`src/hw/rtl/assert_macros.svh`:
```
// Assertion macros for the RTL files of the flag unit.
`ifndef ASSERT_MACROS_SVH
`define ASSERT_MACROS_SVH

// Same-cycle implication, disabled while reset is held.
`define ASSERT_IMPLIES(lbl, clk, rst_n, ante, cons) \
    lbl: assert property (@(posedge clk) disable iff (!(rst_n)) (ante) |-> (cons)) \
        else $error("%m: implication failed");

// Next-cycle implication, disabled while reset is held.
`define ASSERT_NEXT(lbl, clk, rst_n, ante, cons) \
    lbl: assert property (@(posedge clk) disable iff (!(rst_n)) (ante) |=> (cons)) \
        else $error("%m: next-cycle implication failed");

`endif

```
`src/hw/rtl/xafu_pkg.sv`:
```
// Types and constants of the x86 ALU flag unit.
`default_nettype none

package xafu_pkg;

    // Operation codes
    localparam logic [2:0] OP_ADD8  = 3'd0;
    localparam logic [2:0] OP_CMP8  = 3'd1;
    localparam logic [2:0] OP_CMP16 = 3'd2;
    localparam logic [2:0] OP_INC16 = 3'd3;
    localparam logic [2:0] OP_DEC16 = 3'd4;

    // Bit positions in the flags word
    localparam int FLAG_C_BIT = 0;
    localparam int FLAG_P_BIT = 2;
    localparam int FLAG_A_BIT = 4;
    localparam int FLAG_Z_BIT = 6;
    localparam int FLAG_S_BIT = 7;
    localparam int FLAG_O_BIT = 11;

    localparam logic [15:0] FLAG_MASK = 16'h08D5;

    localparam logic [15:0] INC_OVF_VALUE = 16'h7FFF;
    localparam logic [15:0] DEC_OVF_VALUE = 16'h8000;

    // Input item
    typedef struct packed {
        logic [2:0]  op;
        logic [15:0] operand_a;
        logic [15:0] operand_b;
    } t_alu_in;

    // Result item
    typedef struct packed {
        logic [15:0] result;
        logic [15:0] flags;
    } t_alu_out;

    // Only the six status flags are ever written, so only they are kept
    typedef struct packed {
        logic of;
        logic sf;
        logic zf;
        logic af;
        logic pf;
        logic cf;
    } t_flag_bits;

    // Place the status flags at their 8086 positions
    function automatic logic [15:0] flags_to_word(input t_flag_bits f);
        logic [15:0] w;
        w = '0;
        w[FLAG_C_BIT] = f.cf;
        w[FLAG_P_BIT] = f.pf;
        w[FLAG_A_BIT] = f.af;
        w[FLAG_Z_BIT] = f.zf;
        w[FLAG_S_BIT] = f.sf;
        w[FLAG_O_BIT] = f.of;
        return w;
    endfunction

endpackage

`default_nettype wire

```
`src/hw/rtl/x86_alu_flag_unit_core.sv`:
```
// Top level of the x86 ALU flag unit: 8086-style add, compare, inc and dec.
// An item passes from the input register to the result register, one item per
// cycle unless the output stalls; the kept flags word updates on that move,
// so no loop spans cycles.
// Reset (synchronous, active low) empties both registers and clears the flags.
`default_nettype none
`include "assert_macros.svh"

module x86_alu_flag_unit_core
    import xafu_pkg::*;
(
    input  wire logic     i_clk,
    input  wire logic     i_rst_n,
    input  wire logic     i_in_valid,
    output logic          o_in_stall,
    input  wire t_alu_in  i_in_item,
    output logic          o_out_valid,
    input  wire logic     i_out_stall,
    output t_alu_out      o_out_item
);

    logic       r_s1_valid;
    t_alu_in    r_s1_item;
    logic       r_out_valid;
    t_alu_out   r_out_item;
    t_flag_bits r_flags;
    t_flag_bits n_flags;
    logic [15:0] n_result;

    logic out_free;
    logic s1_fire;
    logic in_fire;

    // Handshake: result register frees up when empty or taken
    assign out_free   = !r_out_valid || !i_out_stall;
    assign s1_fire    = r_s1_valid && out_free;
    assign o_in_stall = r_s1_valid && !out_free;
    assign in_fire    = i_in_valid && !o_in_stall;

    // ALU and flag logic on the input register
    always_comb begin
        logic [7:0]  a8;
        logic [7:0]  b8;
        logic [8:0]  sum9;
        logic [8:0]  diff9;
        logic [16:0] diff17;
        logic [4:0]  nib_sum;
        logic [15:0] a16;
        logic [15:0] b16;
        logic        sign;
        logic        upd;
        a16      = r_s1_item.operand_a;
        b16      = r_s1_item.operand_b;
        a8       = a16[7:0];
        b8       = b16[7:0];
        sum9     = {1'b0, a8} + {1'b0, b8};
        diff9    = {1'b0, a8} - {1'b0, b8};
        diff17   = {1'b0, a16} - {1'b0, b16};
        nib_sum  = {1'b0, a16[3:0]} + {1'b0, b16[3:0]};
        n_flags  = r_flags;
        n_result = '0;
        sign     = 1'b0;
        upd      = 1'b1;
        case (r_s1_item.op)
            OP_ADD8: begin
                n_result   = {8'h00, sum9[7:0]};
                sign       = sum9[7];
                n_flags.cf = sum9[8];
                n_flags.af = nib_sum[4];
                n_flags.of = (a8[7] == b8[7]) && (sum9[7] != a8[7]);
            end
            OP_CMP8: begin
                n_result   = {8'h00, diff9[7:0]};
                sign       = diff9[7];
                n_flags.cf = diff9[8];
                n_flags.af = a16[3:0] < b16[3:0];
                n_flags.of = (a8[7] != b8[7]) && (diff9[7] != a8[7]);
            end
            OP_CMP16: begin
                n_result   = diff17[15:0];
                sign       = diff17[15];
                n_flags.cf = diff17[16];
                n_flags.af = a16[3:0] < b16[3:0];
                n_flags.of = (a16[15] != b16[15]) && (diff17[15] != a16[15]);
            end
            OP_INC16: begin
                n_result   = a16 + 16'd1;
                sign       = n_result[15];
                n_flags.af = a16[3:0] == 4'hF;
                n_flags.of = a16 == INC_OVF_VALUE;
            end
            OP_DEC16: begin
                n_result   = a16 - 16'd1;
                sign       = n_result[15];
                n_flags.af = a16[3:0] == 4'h0;
                n_flags.of = a16 == DEC_OVF_VALUE;
            end
            default: begin
                upd = 1'b0;
            end
        endcase
        // Zero, sign and parity are common to every valid operation
        if (upd) begin
            n_flags.zf = n_result == 16'h0000;
            n_flags.sf = sign;
            n_flags.pf = ~^n_result[7:0];
        end
    end

    // Control and kept flags
    always_ff @(posedge i_clk) begin
        if (!i_rst_n) begin
            r_s1_valid  <= 1'b0;
            r_out_valid <= 1'b0;
            r_flags     <= '0;
        end else begin
            if (in_fire) begin
                r_s1_valid <= 1'b1;
            end else if (s1_fire) begin
                r_s1_valid <= 1'b0;
            end
            if (s1_fire) begin
                r_out_valid <= 1'b1;
                r_flags     <= n_flags;
            end else if (out_free) begin
                r_out_valid <= 1'b0;
            end
        end
    end

    // Payload registers
    always_ff @(posedge i_clk) begin
        if (in_fire) begin
            r_s1_item <= i_in_item;
        end
        if (s1_fire) begin
            r_out_item.result <= n_result;
            r_out_item.flags  <= flags_to_word(n_flags);
        end
    end

    assign o_out_valid = r_out_valid;
    assign o_out_item  = r_out_item;

    // Checks
    `ASSERT_NEXT(a_flags_hold, i_clk, i_rst_n, !s1_fire, $stable(r_flags))
    `ASSERT_NEXT(a_carry_kept, i_clk, i_rst_n,
        s1_fire && (r_s1_item.op == OP_INC16 || r_s1_item.op == OP_DEC16),
        r_flags.cf == $past(r_flags.cf))
    `ASSERT_IMPLIES(a_reserved_zero, i_clk, i_rst_n, o_out_valid,
        (o_out_item.flags & ~FLAG_MASK) == 16'h0000)
    `ASSERT_IMPLIES(a_stall_needs_item, i_clk, i_rst_n, o_in_stall,
        r_s1_valid && r_out_valid)

endmodule

`default_nettype wire

```
`config.mk`:
```
export PLATFORM = sky130hd
export DESIGN_NAME = x86_alu_flag_unit_core
export DESIGN_NICKNAME = d
export VERILOG_FILES = /design/src/hw/rtl/xafu_pkg.sv /design/src/hw/rtl/x86_alu_flag_unit_core.sv
export VERILOG_INCLUDE_DIRS = /design/src /design/src/hw/rtl
export SDC_FILE = /design/constraint.sdc
export NUM_CORES = 1
export LEC_CHECK = 0
export BUFFER_PORTS_ARGS = -buffer_cell sky130_fd_sc_hd__buf_2
export CORE_UTILIZATION = 30
export DETAILED_ROUTE_END_ITERATION = 10
export GPL_TIMING_DRIVEN = 1
export HOLD_SLACK_MARGIN = 0.03
export MAX_ROUTING_LAYER = met4
export PLACE_DENSITY = 0.44
export SLEW_MARGIN = 30
export SYNTH_ARGS = -nofsm -noshare
export SYNTH_HDL_FRONTEND = slang
export SYNTH_SLANG_ARGS = --single-unit
```
`constraint.sdc`:
```
create_clock -name i_clk -period 5.55 [get_ports i_clk]
set_input_delay 0.2775 -clock i_clk [delete_from_list [all_inputs] [get_ports i_clk]]
set_output_delay 0.2775 -clock i_clk [all_outputs]
set_load 0.01 [all_outputs]
```
---- After elaboration in Yosys (flattened, before gate mapping) ----
Cells that the tools add are included.
word-level totals
  input bits .............................. 39
  register bits ........................... 65
  word-level logic and storage cells ...... 64
  output and inout port bits .............. 34
cells by class
  add/subtract/negate cells ............... 6
  muxes and demuxes ....................... 12
  magnitude comparators ................... 1
  reduce and logical (&&, ||, !) cells .... 19
  equal/unequal tests ..................... 13
operator list
  kind                                                 count
  case mux 16 bit (5 select lines)                     1
  subtractor 16 x 16 -> 17 bit                         1
  adder 16 x 1 -> 16 bit (second input constant)       1
  == test 16 x 15 -> 1 bit (second input constant)     1
  == test 16 bit (second input constant)               1
  zero test 16 bit                                     1
  subtractor 16 x 1 -> 16 bit (second input constant)  1
  case mux 1 bit (5 select lines)                      2
  adder 8 x 8 -> 9 bit                                 1
  subtractor 8 x 8 -> 9 bit                            1
  XNOR reduction 8 bit                                 1
  == test 3 x 2 -> 1 bit (second input constant)       2
  logical AND 1 bit                                    6
  2-to-1 mux 1 bit                                     6
  adder 4 x 4 -> 5 bit                                 1
  != test 1 bit                                        5
  OR reduction 5 bit                                   1
  == test 4 bit (second input constant)                1
  zero test 1 bit                                      4
  zero test 4 bit                                      1
  < comparator 4 bit                                   1
  case mux 1 bit (4 select lines)                      1
  nonzero test 2 bit                                   2
  == test 3 x 1 -> 1 bit (second input constant)       1
  7 further kinds                                      7

---- Depth between registers and ports, before layout ----
Gate-level depths: netlist of run 1.
  depth in word-level cells ............... 7
  depth in mapped cells ................... 17
  depth with buffers taken out ............ 17

---- Worst setup path before layout of run 1 ----
OpenSTA, ideal clock, no wires.
  kind .................................... reg-to-reg
  from .................................... reg r_s1_item[16] (netlist name)
  to ...................................... reg r_out_item, in the netlist o_out_item[6] (data pin)
  library setup time ...................... 0.176 ns
  period minus slack after synthesis ...... 3.926 ns
  stages on the path, launching flop included .. 17
  setup slack ............................. 1.624 ns
  data arrival time ....................... 3.750 ns
  cell sequence ........................... edfxtp_1 -> inv_1 -> ha_1 -> inv_1 -> fa_1 -> a211oi_1 -> o21ai_0 -> a32oi_1 -> nor2_1 -> a2111oi_0 -> ha_1 -> and4_1 -> nand2_1 -> a311oi_1 -> o211ai_1 -> or4_4 -> o32ai_1
RTL lines
  element                   RTL line                       source
  start: declaration        x86_alu_flag_unit_core.sv:23   t_alu_in r_s1_item;
  start signal: assignment  x86_alu_flag_unit_core.sv:134  r_s1_item <= i_in_item;
  end: declaration          x86_alu_flag_unit_core.sv:25   t_alu_out r_out_item;

==> out/qor.tcl, run 1 <==
set qor(status) {completed}
set qor(synth.area.top_cells) {edfxtp_1, ha_1, dfxtp_1}
set qor(synthToLayoutAreaGrowth_pct) 16.83
set qor(endpoint_kind) {flip-flop}
set qor(cts_tree) {yes}
set qor(routed_wire_length_per_instance_um) 18.31
set qor(syn-instance-count) 506
set qor(final-instance-count-excl-fill) 783
set qor(die_height_um) 129.4
set qor(yosysWarningCount) 0
set qor(route.final.wire_length_um) 14340
set qor(skew_ns) 0.007919
set qor(power.static_leakage_nw) 2.257
set qor(via_per_inst) 5.305
set qor(max_slew_margin_pct) 32.91
set qor(synth.top_cell.area_share_pct) 35.14
set qor(cap_violations) 0
set qor(place.port_buffers) 62
set qor(ys_async_sr_fraction_pct) 0
set qor(setup_tns_ns) 0
set qor(placer_s_final_routability_congestion_estimate) 0.9138
set qor(cts_num_sinks) 65
set qor(via_count_of_the_first_global_routing_pass) 3792
set qor(final.min_clock_period_ns) 4.659
set qor(clk-insertion-delay-late_ns) 0.34
set qor(holdBufCountCts) 0
set qor(mappedNetlistArea_um2) 4871
set qor(min_path_type) {primary input to flip-flop}
set qor(per_instance_average_area_after_synthesis_um2) 9.626
set qor(groute.usage.overall_pct) 18.18
set qor(finalHoldViolations) 0
set qor(finalNetCount) 636
set qor(final.setup.worst_slack_ns) 0.8911
set qor(placed_cells) 767
set qor(global_route_wire_length_before_repair_um) 21850
set qor(ys_ff_latch) 65
set qor(maxSlewViolCount) 0
set qor(drt_first_pass_iters) 5
set qor(finalCritPeriodShare_pct) 83.94
set qor(io_pins) 73
set qor(clkSlewWorstSetupHoldPaths_ns) 0.06
set qor(synth_cell_type_count) 85
set qor(cts_setup_buffers) 0
set qor(cts_buf_count) 9
set qor(synth_top_area_cell) {edfxtp_1}
set qor(floorplan.rows) 46
set qor(dp_hpwl_um) 11010
set qor(worst_path_dominant_cell_family) {compound AO/OA/AOI/OAI gates}
set qor(antenna_left) 0
set qor(synth_ff_type) {edfxtp_1}
set qor(grt_overflow) 0
set qor(die-width_um) 129.4
set qor(synth_edf_count) 57
set qor(critical-path-slowest-cell) {a2111oi_0}
set qor(worst_path_fanout_max) 7
set qor(floorplan.initialDensity_pct) 30.66
set qor(cts.root.buffer_cell) {clkbuf_16}
set qor(antenna_cells) 0
set qor(cts_htree_levels) 3
set qor(achievable-frequency_mhz) 214.6
set qor(post_route_cells_drive_above_1_share_pct) 19.05
set qor(setup_repair_after_global_routing_missed_its_margin) {no}
set qor(die_area_um2) 16750
set qor(cts.repair.resized) 0
set qor(grt_max_degree) 31
set qor(cts-root-to-sink-buffers) 2
set qor(antenna_found_initial) 0
set qor(vdd.ir_drop.worst_uv) 140.5
set qor(placeableCoreArea_um2) 15890
set qor(yosysMostFrequentCell) {edfxtp_1}
set qor(worst_pin_slew_ns) 0.9933
set qor(synth_top_cells_by_count) {edfxtp_1, inv_1, nor2_1, ha_1, a21oi_1}
set qor(crit_chain) {inv_1 -> ha_1 -> inv_1 -> fa_1 -> a211oi_1 -> o21ai_0 -> a32oi_1 -> nor2_1 -> a2111oi_0 -> ha_1 -> and4_1 -> nand2_1 -> a311oi_1 -> o211ai_1 -> or4_4 -> o32ai_1}
set qor(cp-start-kind) {flip-flop}
set qor(synth_seq_area_share_pct) 38.43
set qor(slowest_delay_ns) 0.57
set qor(worstPathArrival_ns) 4.81
set qor(route.detailed.drc) 0
set qor(worstSetupPathType) {flip-flop to flip-flop}
set qor(final.fill_count) 1678
set qor(crit_buf_inv) 2
set qor(dr_total_vias) 4154
set qor(dr.first_iter.drc_count) 258
set qor(power_density_nw_per_um2) 272.4
set qor(critical_path_required_ns) 5.70
set qor(setup-violations-final) 0
set qor(dpl_worst_slack_ns) 0.9686
set qor(finalHoldWorstSlack_ns) 0.1106
cell families (layout without fill, tap and decap cells):
group                    Yosys count  in the layout  share of synthesized area, %
AND/OR/NAND/NOR                  158            158                         18.16
adder cells (fa/ha/maj)           35             35                         9.299
buffers and inverters             69            121                         6.730
AO/OA/AOI/OAI                    154            154                         22.84
XOR/XNOR                          18             18                         3.237
multiplexers                       6              6                         1.233
flip-flops                        65             65                         38.43
other                              1             10                       0.07699
per-layer routing:
layer	global-route usage (%)	wire (um)	up-vias
li1	-	-	2021
met2	26.88	6252	150
met1	25.41	7098	1969
met5	-	0	-
met4	4.925	244	0
met3	3.262	741	14
worst reg2reg max path, stage by stage (launching register included):
cell and delay, ns:
edfxtp_1 0.50, inv_1 0.24, ha_1 0.19, inv_1 0.05
fa_1 0.41, a211oi_1 0.35, o21ai_0 0.27, a32oi_1 0.22
nor2_1 0.08, a2111oi_0 0.57, ha_1 0.23, and4_1 0.18
nand2_1 0.06, a311oi_1 0.24, o211ai_1 0.14, or4_4 0.46
o32ai_1 0.29
flip-flops by register name, summed over array words and instances (netlist names):
signal,flops
r_flags,6
r_s1_item,35
r_s1_valid,1
o_out_valid,1
o_out_item,22
stage by stage:
stage | util, % | instance area (um2) | total power [mW]
after global routing | 35.82 | 5690 | 1.625
after detailed placement | 33.80 | 5369 | 0.9381
after floorplan | - | 4905 | 0.8363
after CTS | 35.82 | 5690 | 1.563
after global placement | 33.62 | 5341 | 0.9345
final | 35.82 | 5690 | 1.550
power breakdown:
group,internal [mW],switching [mW],total (mW),leakage [nW]
logic,0.131,0.198,0.329,1.48
clock network,0.405,0.214,0.618,0.159
registers,0.572,0.0311,0.603,0.615
final timing paths:
| kind | start | end | slack (ns) | cells after the start |
|---|---|---|---|---|
| max reg2reg | r_s1_item[16] | o_out_item[6] | 0.89 | 16 |
| min reg2reg | r_s1_valid | o_out_valid | 0.52 | 2 |
| max | r_s1_item[16] | o_out_item[6] | 0.89 | 16 |
| min | i_in_item[5] | r_s1_item[5] | 0.11 | 1 |
placed cells by master (no fill, tap or decap), types with 3 or more instances in the layout:
master and count:
o41ai_1 3, ha_1 33, nand4_1 7, nand3_1 15, a211oi_1 6, and2_1 3, a22oi_1 5, nor4_1 7
or3_1 3, buf_2 62, a311oi_1 4, nor2b_1 13, o31ai_1 3, a21oi_1 30, nand2b_1 7, a21o_1 5
xor2_1 8, inv_1 37, o211ai_1 9, and3_1 7, or2_2 3, o211a_1 3, o21ai_0 18, nand2_1 24
nand3b_1 3, conb_1 10, mux2i_1 6, buf_4 5, a221oi_1 4, edfxtp_1 57, nor2_1 34, nor3_1 13
o21bai_1 4, o22ai_1 7, a31oi_1 11, xnor2_1 10, clkbuf_16 9, dfxtp_1 8, o21a_1 5
final cells by class:
cell class / count / area [um2] / area share (%)
multi-input combinational: 381 / 2713 / 47.67
sequential: 65 / 1872 / 32.89
tap: 216 / 270.3 / 4.749
timing repair buffer: 68 / 375.4 / 6.596
inverter: 37 / 138.9 / 2.441
clock inverter: 5 / 78.83 / 1.385
clock buffer: 11 / 242.7 / 4.266
Power figures use the tool's default switching activity.
==> run 2: changes to the inputs <==
--- a/config.mk
+++ b/config.mk
@@ -12,7 +12,7 @@
 export GPL_TIMING_DRIVEN = 1
 export HOLD_SLACK_MARGIN = 0.03
 export MAX_ROUTING_LAYER = met4
-export PLACE_DENSITY = 0.44
+export PLACE_DENSITY = 0.46
 export SLEW_MARGIN = 30
 export SYNTH_ARGS = -nofsm -noshare
 export SYNTH_HDL_FRONTEND = slang
==> constraint.sdc (replaced) <==
create_clock -name i_clk -period 4 [get_ports i_clk]
set_input_delay 0.2 -clock i_clk [delete_from_list [all_inputs] [get_ports i_clk]]
set_output_delay 0.2 -clock i_clk [all_outputs]
set_load 0.01 [all_outputs]
==> run 2 against run 1 <==
Against the previous run:
- fmax increased by 19%
- hold slack got worse by 0.077 ns
- sequential power increased by 36%
- final area increased by 9.3%
- final cell count increased by 6.8%
- flip-flop and latch count unchanged
- register-to-register slack got worse by 0.80 ns
- core utilization increased by 3.3 points
- critical path depth unchanged
- clock skew increased by 0.0020 ns
- global-route usage decreased by 0.068 points
- critical endpoint unchanged
- largest power group unchanged
- highest routed layer unchanged
==> out/qor.tcl, run 2 (same netlist as run 1, synthesis figures left out) <==
set qor(setup-violations-final) 0 ;# unchanged
set qor(finalNetCount) 689 ;# was 636
set qor(globalRoute.busiestLayer) {met2} ;# unchanged
set qor(drt_first_pass_iters) 5 ;# unchanged
set qor(skew_ns) 0.009878 ;# was 0.007919 ns
set qor(slowest_delay_ns) 0.54 ;# was 0.57 ns
set qor(setup_repair_after_global_routing_missed_its_margin) {yes} ;# was no
set qor(achievable-frequency_mhz) 255.8 ;# was 214.6 MHz
set qor(placer_s_final_routability_congestion_estimate) 0.8906 ;# was 0.9138
set qor(cap_violations) 0 ;# unchanged
set qor(floorplan.rows) 46 ;# unchanged
set qor(vdd.ir_drop.worst_uv) 187.0 ;# was 140.5 uV
set qor(worst_path_fanout_max) 3 ;# was 7
set qor(floorplan.initialDensity_pct) 30.66 ;# unchanged
set qor(route.detailed.drc) 0 ;# unchanged
set qor(finalCritPeriodShare_pct) 97.74 ;# was 83.94%
set qor(cts_htree_levels) 3 ;# unchanged
set qor(maxSlewViolCount) 0 ;# unchanged
set qor(worstPathArrival_ns) 4.08 ;# was 4.81 ns
set qor(seq_area_um2) 1872 ;# unchanged
set qor(multi_input_area_um2) 2789 ;# was 2713 um2
set qor(worst_pin_slew_ns) 1.053 ;# was 0.9933 ns
set qor(post_route_cells_drive_above_1_share_pct) 24.68 ;# was 19.05%
set qor(die-width_um) 129.4 ;# unchanged
set qor(place.port_buffers) 62 ;# unchanged
set qor(global_route_wire_length_before_repair_um) 21940 ;# was 21850 um
set qor(cts_tree) {yes} ;# unchanged
set qor(largest_register_ffs) 35 ;# unchanged
set qor(worst_r2r_startpoint) {r_s1_item[16]} ;# unchanged
set qor(io_pins) 73 ;# unchanged
set qor(crit_chain) {ha_2 -> fa_2 -> nor2b_4 -> o21bai_1 -> a21oi_1 -> o21bai_1 -> a21oi_1 -> o21bai_4 -> a2111oi_4 -> ha_2 -> and4_1 -> nand2_1 -> a311oi_2 -> o211ai_1 -> or4_4 -> o32ai_2} ;# was inv_1 -> ha_1 -> inv_1 -> fa_1 -> a211oi_1 -> o21ai_0 -> a32oi_1 -> nor2_1 -> a2111oi_0 -> ha_1 -> and4_1 -> nand2_1 -> a311oi_1 -> o211ai_1 -> or4_4 -> o32ai_1
set qor(cp-start-kind) {flip-flop} ;# unchanged
set qor(registers.top_by_ff_count) {r_s1_item} ;# unchanged
set qor(groute.usage.overall_pct) 18.12 ;# was 18.18%
set qor(placed_cells) 798 ;# was 767
set qor(power.static_leakage_nw) 2.522 ;# was 2.257 nW
set qor(groute.layer.met2.usage_pct) 27.61 ;# was 26.88%
set qor(status) {completed} ;# unchanged
set qor(cts-root-to-sink-buffers) 2 ;# unchanged
set qor(worstSetupPathType) {flip-flop to flip-flop} ;# unchanged
set qor(hold-path-cell-count) 1 ;# unchanged
set qor(grt_max_degree) 31 ;# unchanged
set qor(dr_total_vias) 4363 ;# was 4154
set qor(clk-insertion-delay-late_ns) 0.34 ;# about the same
set qor(clkSlewWorstSetupHoldPaths_ns) 0.06 ;# about the same
set qor(final.min_clock_period_ns) 3.910 ;# was 4.659 ns
set qor(mostFrequentLayoutCell) {buf_2} ;# unchanged
set qor(critical-path-slowest-cell) {or4_4} ;# was a2111oi_0
set qor(grt_util_met3_pct) 2.271 ;# was 3.262%
set qor(max_slew_margin_pct) 29.26 ;# was 32.91%
set qor(crit_path_start) {r_s1_item[16]} ;# unchanged
set qor(design_power_total_mw) 2.217 ;# was 1.550 mW
set qor(final_util_pct) 39.16 ;# was 35.82%
set qor(die_height_um) 129.4 ;# unchanged
set qor(cts.root.buffer_cell) {clkbuf_16} ;# unchanged
set qor(power_density_nw_per_um2) 356.4 ;# was 272.4 nW/um2
set qor(dp_hpwl_um) 11120 ;# was 11010 um
set qor(worstHoldStart) {i_in_item[10]} ;# was i_in_item[5]
set qor(antenna_left) 0 ;# unchanged
set qor(ff2ff_path_depth) 16 ;# unchanged
set qor(final-instance-count-excl-fill) 836 ;# was 783
set qor(route.final.wire_length_um) 14280 ;# was 14340 um
set qor(mostFrequentLayoutCells) {buf_2, edfxtp_1, buf_4, inv_1, nor2_1} ;# was buf_2, edfxtp_1, inv_1, nor2_1, ha_1
set qor(finalHoldWorstSlack_ns) 0.03381 ;# was 0.1106 ns
set qor(antenna_found_initial) 0 ;# unchanged
set qor(critical_path_required_ns) 4.17 ;# was 5.70 ns
set qor(final.fill_count) 1620 ;# was 1678
set qor(via_count_of_the_first_global_routing_pass) 4021 ;# was 3792
set qor(min_path_type) {primary input to flip-flop} ;# unchanged
set qor(cts_num_sinks) 65 ;# unchanged
set qor(antenna_cells) 0 ;# unchanged
set qor(finalHoldViolations) 0 ;# unchanged
set qor(die_area_um2) 16750 ;# unchanged
set qor(cts_buf_count) 9 ;# unchanged
set qor(grtUsageMet1_pct) 24.57 ;# was 25.41%
set qor(grt_overflow) 0 ;# unchanged
set qor(synthToLayoutAreaGrowth_pct) 27.72 ;# was 16.83%
set qor(endpoint_kind) {flip-flop} ;# unchanged
set qor(routed_wire_length_per_instance_um) 17.09 ;# was 18.31 um
set qor(via_per_inst) 5.219 ;# was 5.305
set qor(dr.first_iter.drc_count) 333 ;# was 258
set qor(placeableCoreArea_um2) 15890 ;# unchanged
run 2: changes by cell type in the layout (fill, tap and decap cells not counted), moves of 2 or more:
cell / delta
ha_2: +2
buf_4: +34
ha_1: -2
dlygate4sd3_1: +19
run 2: final timing paths:
kind / to / slack [ns]
worst max-delay path: o_out_item[6] / 0.09
worst min-delay path: r_s1_item[10] / 0.03
worst min register to register: o_out_valid / 0.51
worst max register to register: o_out_item[6] / 0.09
run 2: critical path, delay by kind of cell, from the launching register on:
kind                       cells  cell delay (ns)
adders and majority gates      3             0.78
and+or+nand+nor                4             0.93
DFF                            1             0.41
AOI/OAI and AO/OA              9             1.60
run 2: what timing repair did:
item	CTS	global route
endpoints found under the setup margin	2	2
hold endpoints to repair	19	0
cloned	0	0
pin swaps	2	11
resized for setup	3	13
hold buffers	19	0
setup buffers	1	2
run 2: cell type report:
type,instances,area share [%]
flip-flops and latches,65,30.09
repair buffers,121,13.19
clock buffers,11,4.063
well taps,216,4.344
clock inverters,5,1.247
inverters,37,2.232
multi-input cells,381,44.83
run 2: where the power goes:
part / switching, mW / total, mW / internal (mW)
logic: 0.300 / 0.526 / 0.226
registers: 0.0293 / 0.822 / 0.793
clock network: 0.292 / 0.868 / 0.577
run 2: stage by stage:
step                instance area (um2)  setup WS, ns  TNS [ns]
floorplan                          4905       0.07435         0
global placement                   5574      -0.03685  -0.03685
detailed placement                 5602       -0.1280   -0.1719
CTS                                6143       0.01931         0
global route                       6221       -0.1403   -0.1648
finish                             6221       0.09032         0
run 2: routing by layer:
metal | up-vias | wire length (um) | part of all wire [%]
met1 | 2089 | 6884 | 48
met3 | 14 | 621 | 4.3
met2 | 140 | 6548 | 46
met5 | - | 0 | 0
met4 | 0 | 229 | 1.6
li1 | 2120 | - | -
==> run 3: changes to the inputs <==
--- a/config.mk
+++ b/config.mk
@@ -7,13 +7,14 @@
 export NUM_CORES = 1
 export LEC_CHECK = 0
 export BUFFER_PORTS_ARGS = -buffer_cell sky130_fd_sc_hd__buf_2
+export CORE_ASPECT_RATIO = 0.7
+export CORE_MARGIN = 2
 export CORE_UTILIZATION = 30
 export DETAILED_ROUTE_END_ITERATION = 10
 export GPL_TIMING_DRIVEN = 1
 export HOLD_SLACK_MARGIN = 0.03
 export MAX_ROUTING_LAYER = met4
 export PLACE_DENSITY = 0.46
-export SLEW_MARGIN = 30
 export SYNTH_ARGS = -nofsm -noshare
 export SYNTH_HDL_FRONTEND = slang
 export SYNTH_SLANG_ARGS = --single-unit
==> run 3 against run 2 <==
Against the previous run:
- fmax fell by 1.4%
- register-to-register slack got worse by 0.06 ns
- global-route usage fell by 0.071 points
- final area fell by 0.56%
- sequential share of layout area rose by 0.17 points
- clock skew fell by 0.0024 ns
- sequential power barely moved
==> out/qor.tcl, run 3 (same netlist as run 1, synthesis figures left out) <==
set qor(clkSlewWorstSetupHoldPaths_ns) 0.05 ;# was 0.06 ns
set qor(critical_path_required_ns) 4.17 ;# about the same
set qor(largest_register_ffs) 35 ;# unchanged
set qor(status) {completed} ;# unchanged
set qor(cts-root-to-sink-buffers) 2 ;# unchanged
set qor(synthToLayoutAreaGrowth_pct) 27.00 ;# was 27.72%
set qor(cts.root.buffer_cell) {clkbuf_16} ;# unchanged
set qor(worst_path_fanout_max) 2 ;# was 3
set qor(worstPathArrival_ns) 4.13 ;# was 4.08 ns
set qor(placed_cells) 785 ;# was 798
set qor(finalNetCount) 691 ;# was 689
set qor(final.setup.worst_slack_ns) 0.03482 ;# was 0.09032 ns
set qor(finalHoldWorstSlack_ns) 0.03861 ;# was 0.03381 ns
set qor(cts_tree) {yes} ;# unchanged
set qor(antenna_cells) 0 ;# unchanged
set qor(drt_first_pass_iters) 5 ;# unchanged
set qor(placeableCoreArea_um2) 15690 ;# was 15890 um2
set qor(setup_repair_after_global_routing_missed_its_margin) {yes} ;# unchanged
set qor(cap_violations) 0 ;# unchanged
set qor(slowest_delay_ns) 0.57 ;# was 0.54 ns
set qor(antenna_found_initial) 0 ;# unchanged
set qor(min_path_type) {primary input to flip-flop} ;# unchanged
set qor(final.min_clock_period_ns) 3.965 ;# was 3.910 ns
set qor(routed_wire_length_per_instance_um) 18.57 ;# was 17.09 um
set qor(maxSlewViolCount) 0 ;# unchanged
set qor(antenna_left) 0 ;# unchanged
set qor(route.detailed.drc) 0 ;# unchanged
set qor(dpl_worst_slack_ns) -0.1669 ;# was -0.1280 ns
set qor(setup-violations-final) 0 ;# unchanged
set qor(worst_pin_slew_ns) 1.128 ;# was 1.053 ns
set qor(worstHoldStart) {i_in_item[14]} ;# was i_in_item[10]
set qor(dr.first_iter.drc_count) 292 ;# was 333
set qor(seq_area_um2) 1872 ;# unchanged
set qor(placer_s_final_routability_congestion_estimate) 0.9115 ;# was 0.8906
set qor(floorplan.initialDensity_pct) 31.04 ;# was 30.66%
set qor(grt_overflow) 0 ;# unchanged
set qor(global_route_wire_length_before_repair_um) 23110 ;# was 21940 um
set qor(power.static_leakage_nw) 2.505 ;# was 2.522 nW
set qor(achievable-frequency_mhz) 252.2 ;# was 255.8 MHz
set qor(registers.top_by_ff_count) {r_s1_item} ;# unchanged
set qor(crit_path_start) {r_s1_item[16]} ;# unchanged
set qor(die-width_um) 156.3 ;# was 129.4 um
set qor(worstSetupPathType) {flip-flop to flip-flop} ;# unchanged
set qor(skew_ns) 0.007486 ;# was 0.009878 ns
set qor(mostFrequentLayoutCell) {buf_2} ;# unchanged
set qor(finalHoldViolations) 0 ;# unchanged
set qor(max_slew_margin_pct) 24.66 ;# was 29.26%
set qor(groute.usage.overall_pct) 18.05 ;# was 18.12%
set qor(endpoint_kind) {flip-flop} ;# unchanged
set qor(final-instance-count-excl-fill) 822 ;# was 836
set qor(mostFrequentLayoutCells) {buf_2, edfxtp_1, buf_4, inv_1, nor2_1} ;# unchanged
set qor(vdd.ir_drop.worst_uv) 154.0 ;# was 187.0 uV
set qor(via_count_of_the_first_global_routing_pass) 3992 ;# was 4021
set qor(place.port_buffers) 62 ;# unchanged
set qor(multi_input_area_um2) 2826 ;# was 2789 um2
set qor(cts_buf_count) 9 ;# unchanged
set qor(route.final.wire_length_um) 15260 ;# was 14280 um
set qor(final.fill_count) 1573 ;# was 1620
set qor(power_density_nw_per_um2) 349.0 ;# was 356.4 nW/um2
set qor(finalCritPeriodShare_pct) 99.13 ;# was 97.74%
set qor(via_per_inst) 5.394 ;# was 5.219
set qor(floorplan.rows) 38 ;# was 46
set qor(cts_htree_levels) 3 ;# unchanged
set qor(crit_buf_inv) 0 ;# unchanged
set qor(setup_tns_ns) 0 ;# unchanged
set qor(die_area_um2) 17290 ;# was 16750 um2
set qor(cts_num_sinks) 65 ;# unchanged
set qor(die_height_um) 110.6 ;# was 129.4 um
set qor(crit_chain) {ha_2 -> fa_2 -> nor2b_1 -> o21bai_1 -> a21oi_1 -> o21bai_1 -> a21oi_1 -> o21bai_4 -> a2111oi_4 -> ha_2 -> and4_1 -> nand2_1 -> a311oi_2 -> o211ai_1 -> or4_4 -> o32ai_4} ;# was ha_2 -> fa_2 -> nor2b_4 -> o21bai_1 -> a21oi_1 -> o21bai_1 -> a21oi_1 -> o21bai_4 -> a2111oi_4 -> ha_2 -> and4_1 -> nand2_1 -> a311oi_2 -> o211ai_1 -> or4_4 -> o32ai_2
set qor(dp_hpwl_um) 11590 ;# was 11120 um
set qor(dr_total_vias) 4434 ;# was 4363
set qor(critical-path-slowest-cell) {or4_4} ;# unchanged
set qor(post_route_cells_drive_above_1_share_pct) 26.53 ;# was 24.68%
set qor(grt_max_degree) 36 ;# was 31
set qor(io_pins) 73 ;# unchanged
set qor(worst_path_dominant_cell_family) {compound AO/OA/AOI/OAI gates} ;# unchanged
set qor(worst_r2r_startpoint) {r_s1_item[16]} ;# unchanged
set qor(clk-insertion-delay-late_ns) 0.34 ;# about the same
set qor(cp-start-kind) {flip-flop} ;# unchanged
set qor(final_util_pct) 39.43 ;# was 39.16%
run 3: cell count changes in the layout (fill, tap and decap cells not counted), moves of 2 or more:
cell           change
clkbuf_1           +2
clkbuf_8           -2
buf_4              +6
o21ai_2            +2
dlygate4sd3_1      -4
run 3: area by class of cell:
| cell class | count | share of cell area, % |
|---|---|---|
| clock buffer | 11 | 3.762 |
| sequential | 65 | 30.26 |
| timing repair buffer | 123 | 13.09 |
| inverter | 37 | 2.245 |
| tap | 200 | 4.045 |
| clock inverter | 5 | 0.9102 |
| multi-input combinational | 381 | 45.69 |
run 3: worst paths after layout:
check                                endpoint  slack, ns  cells past startpoint
worst min-delay path            r_s1_item[14]       0.04                      1
worst max-delay path            o_out_item[6]       0.03                     16
worst max register to register  o_out_item[6]       0.03                     16
worst min register to register     r_flags[3]       0.50                      2
run 3: through the flow:
| step | power (mW) | instance area (um2) |
|---|---|---|
| 4_1_cts | 2.146 | 6050 |
| 2_1_floorplan | 1.160 | 4905 |
| 6_report | 2.159 | 6186 |
| 3_3_place_gp | 1.334 | 5584 |
| 5_1_grt | 2.259 | 6186 |
| 3_5_place_dp | 1.338 | 5584 |
run 3: power by group:
group	internal, mW	total [mW]	switching (mW)
logic	0.232	0.551	0.319
registers	0.793	0.825	0.0321
clock network	0.482	0.782	0.301
run 3: routing by layer:
layer / vias up / track usage (%) / share of wire [%]
met5: - / - / 0
met4: 0 / 3.853 / 0.88
met3: 12 / 3.532 / 6.6
met2: 166 / 22.47 / 38
met1: 2126 / 29.09 / 54
li1: 2130 / - / -
run 3: worst register-to-register path, delay by kind of cell (launching register included):
kind	cells	cell delay [ns]
fa+ha+maj	3	0.78
compound gates	9	1.63
simple gates	4	0.96
flops	1	0.42
run 3: repair_timing:
item,4_1_cts,5_1_grt
hold endpoints to repair,14,1
pin swaps,2,15
buffers inserted,2,4
resized for setup,5,20
hold buffers,14,1
endpoints found under the setup margin,2,2
cloned,0,0
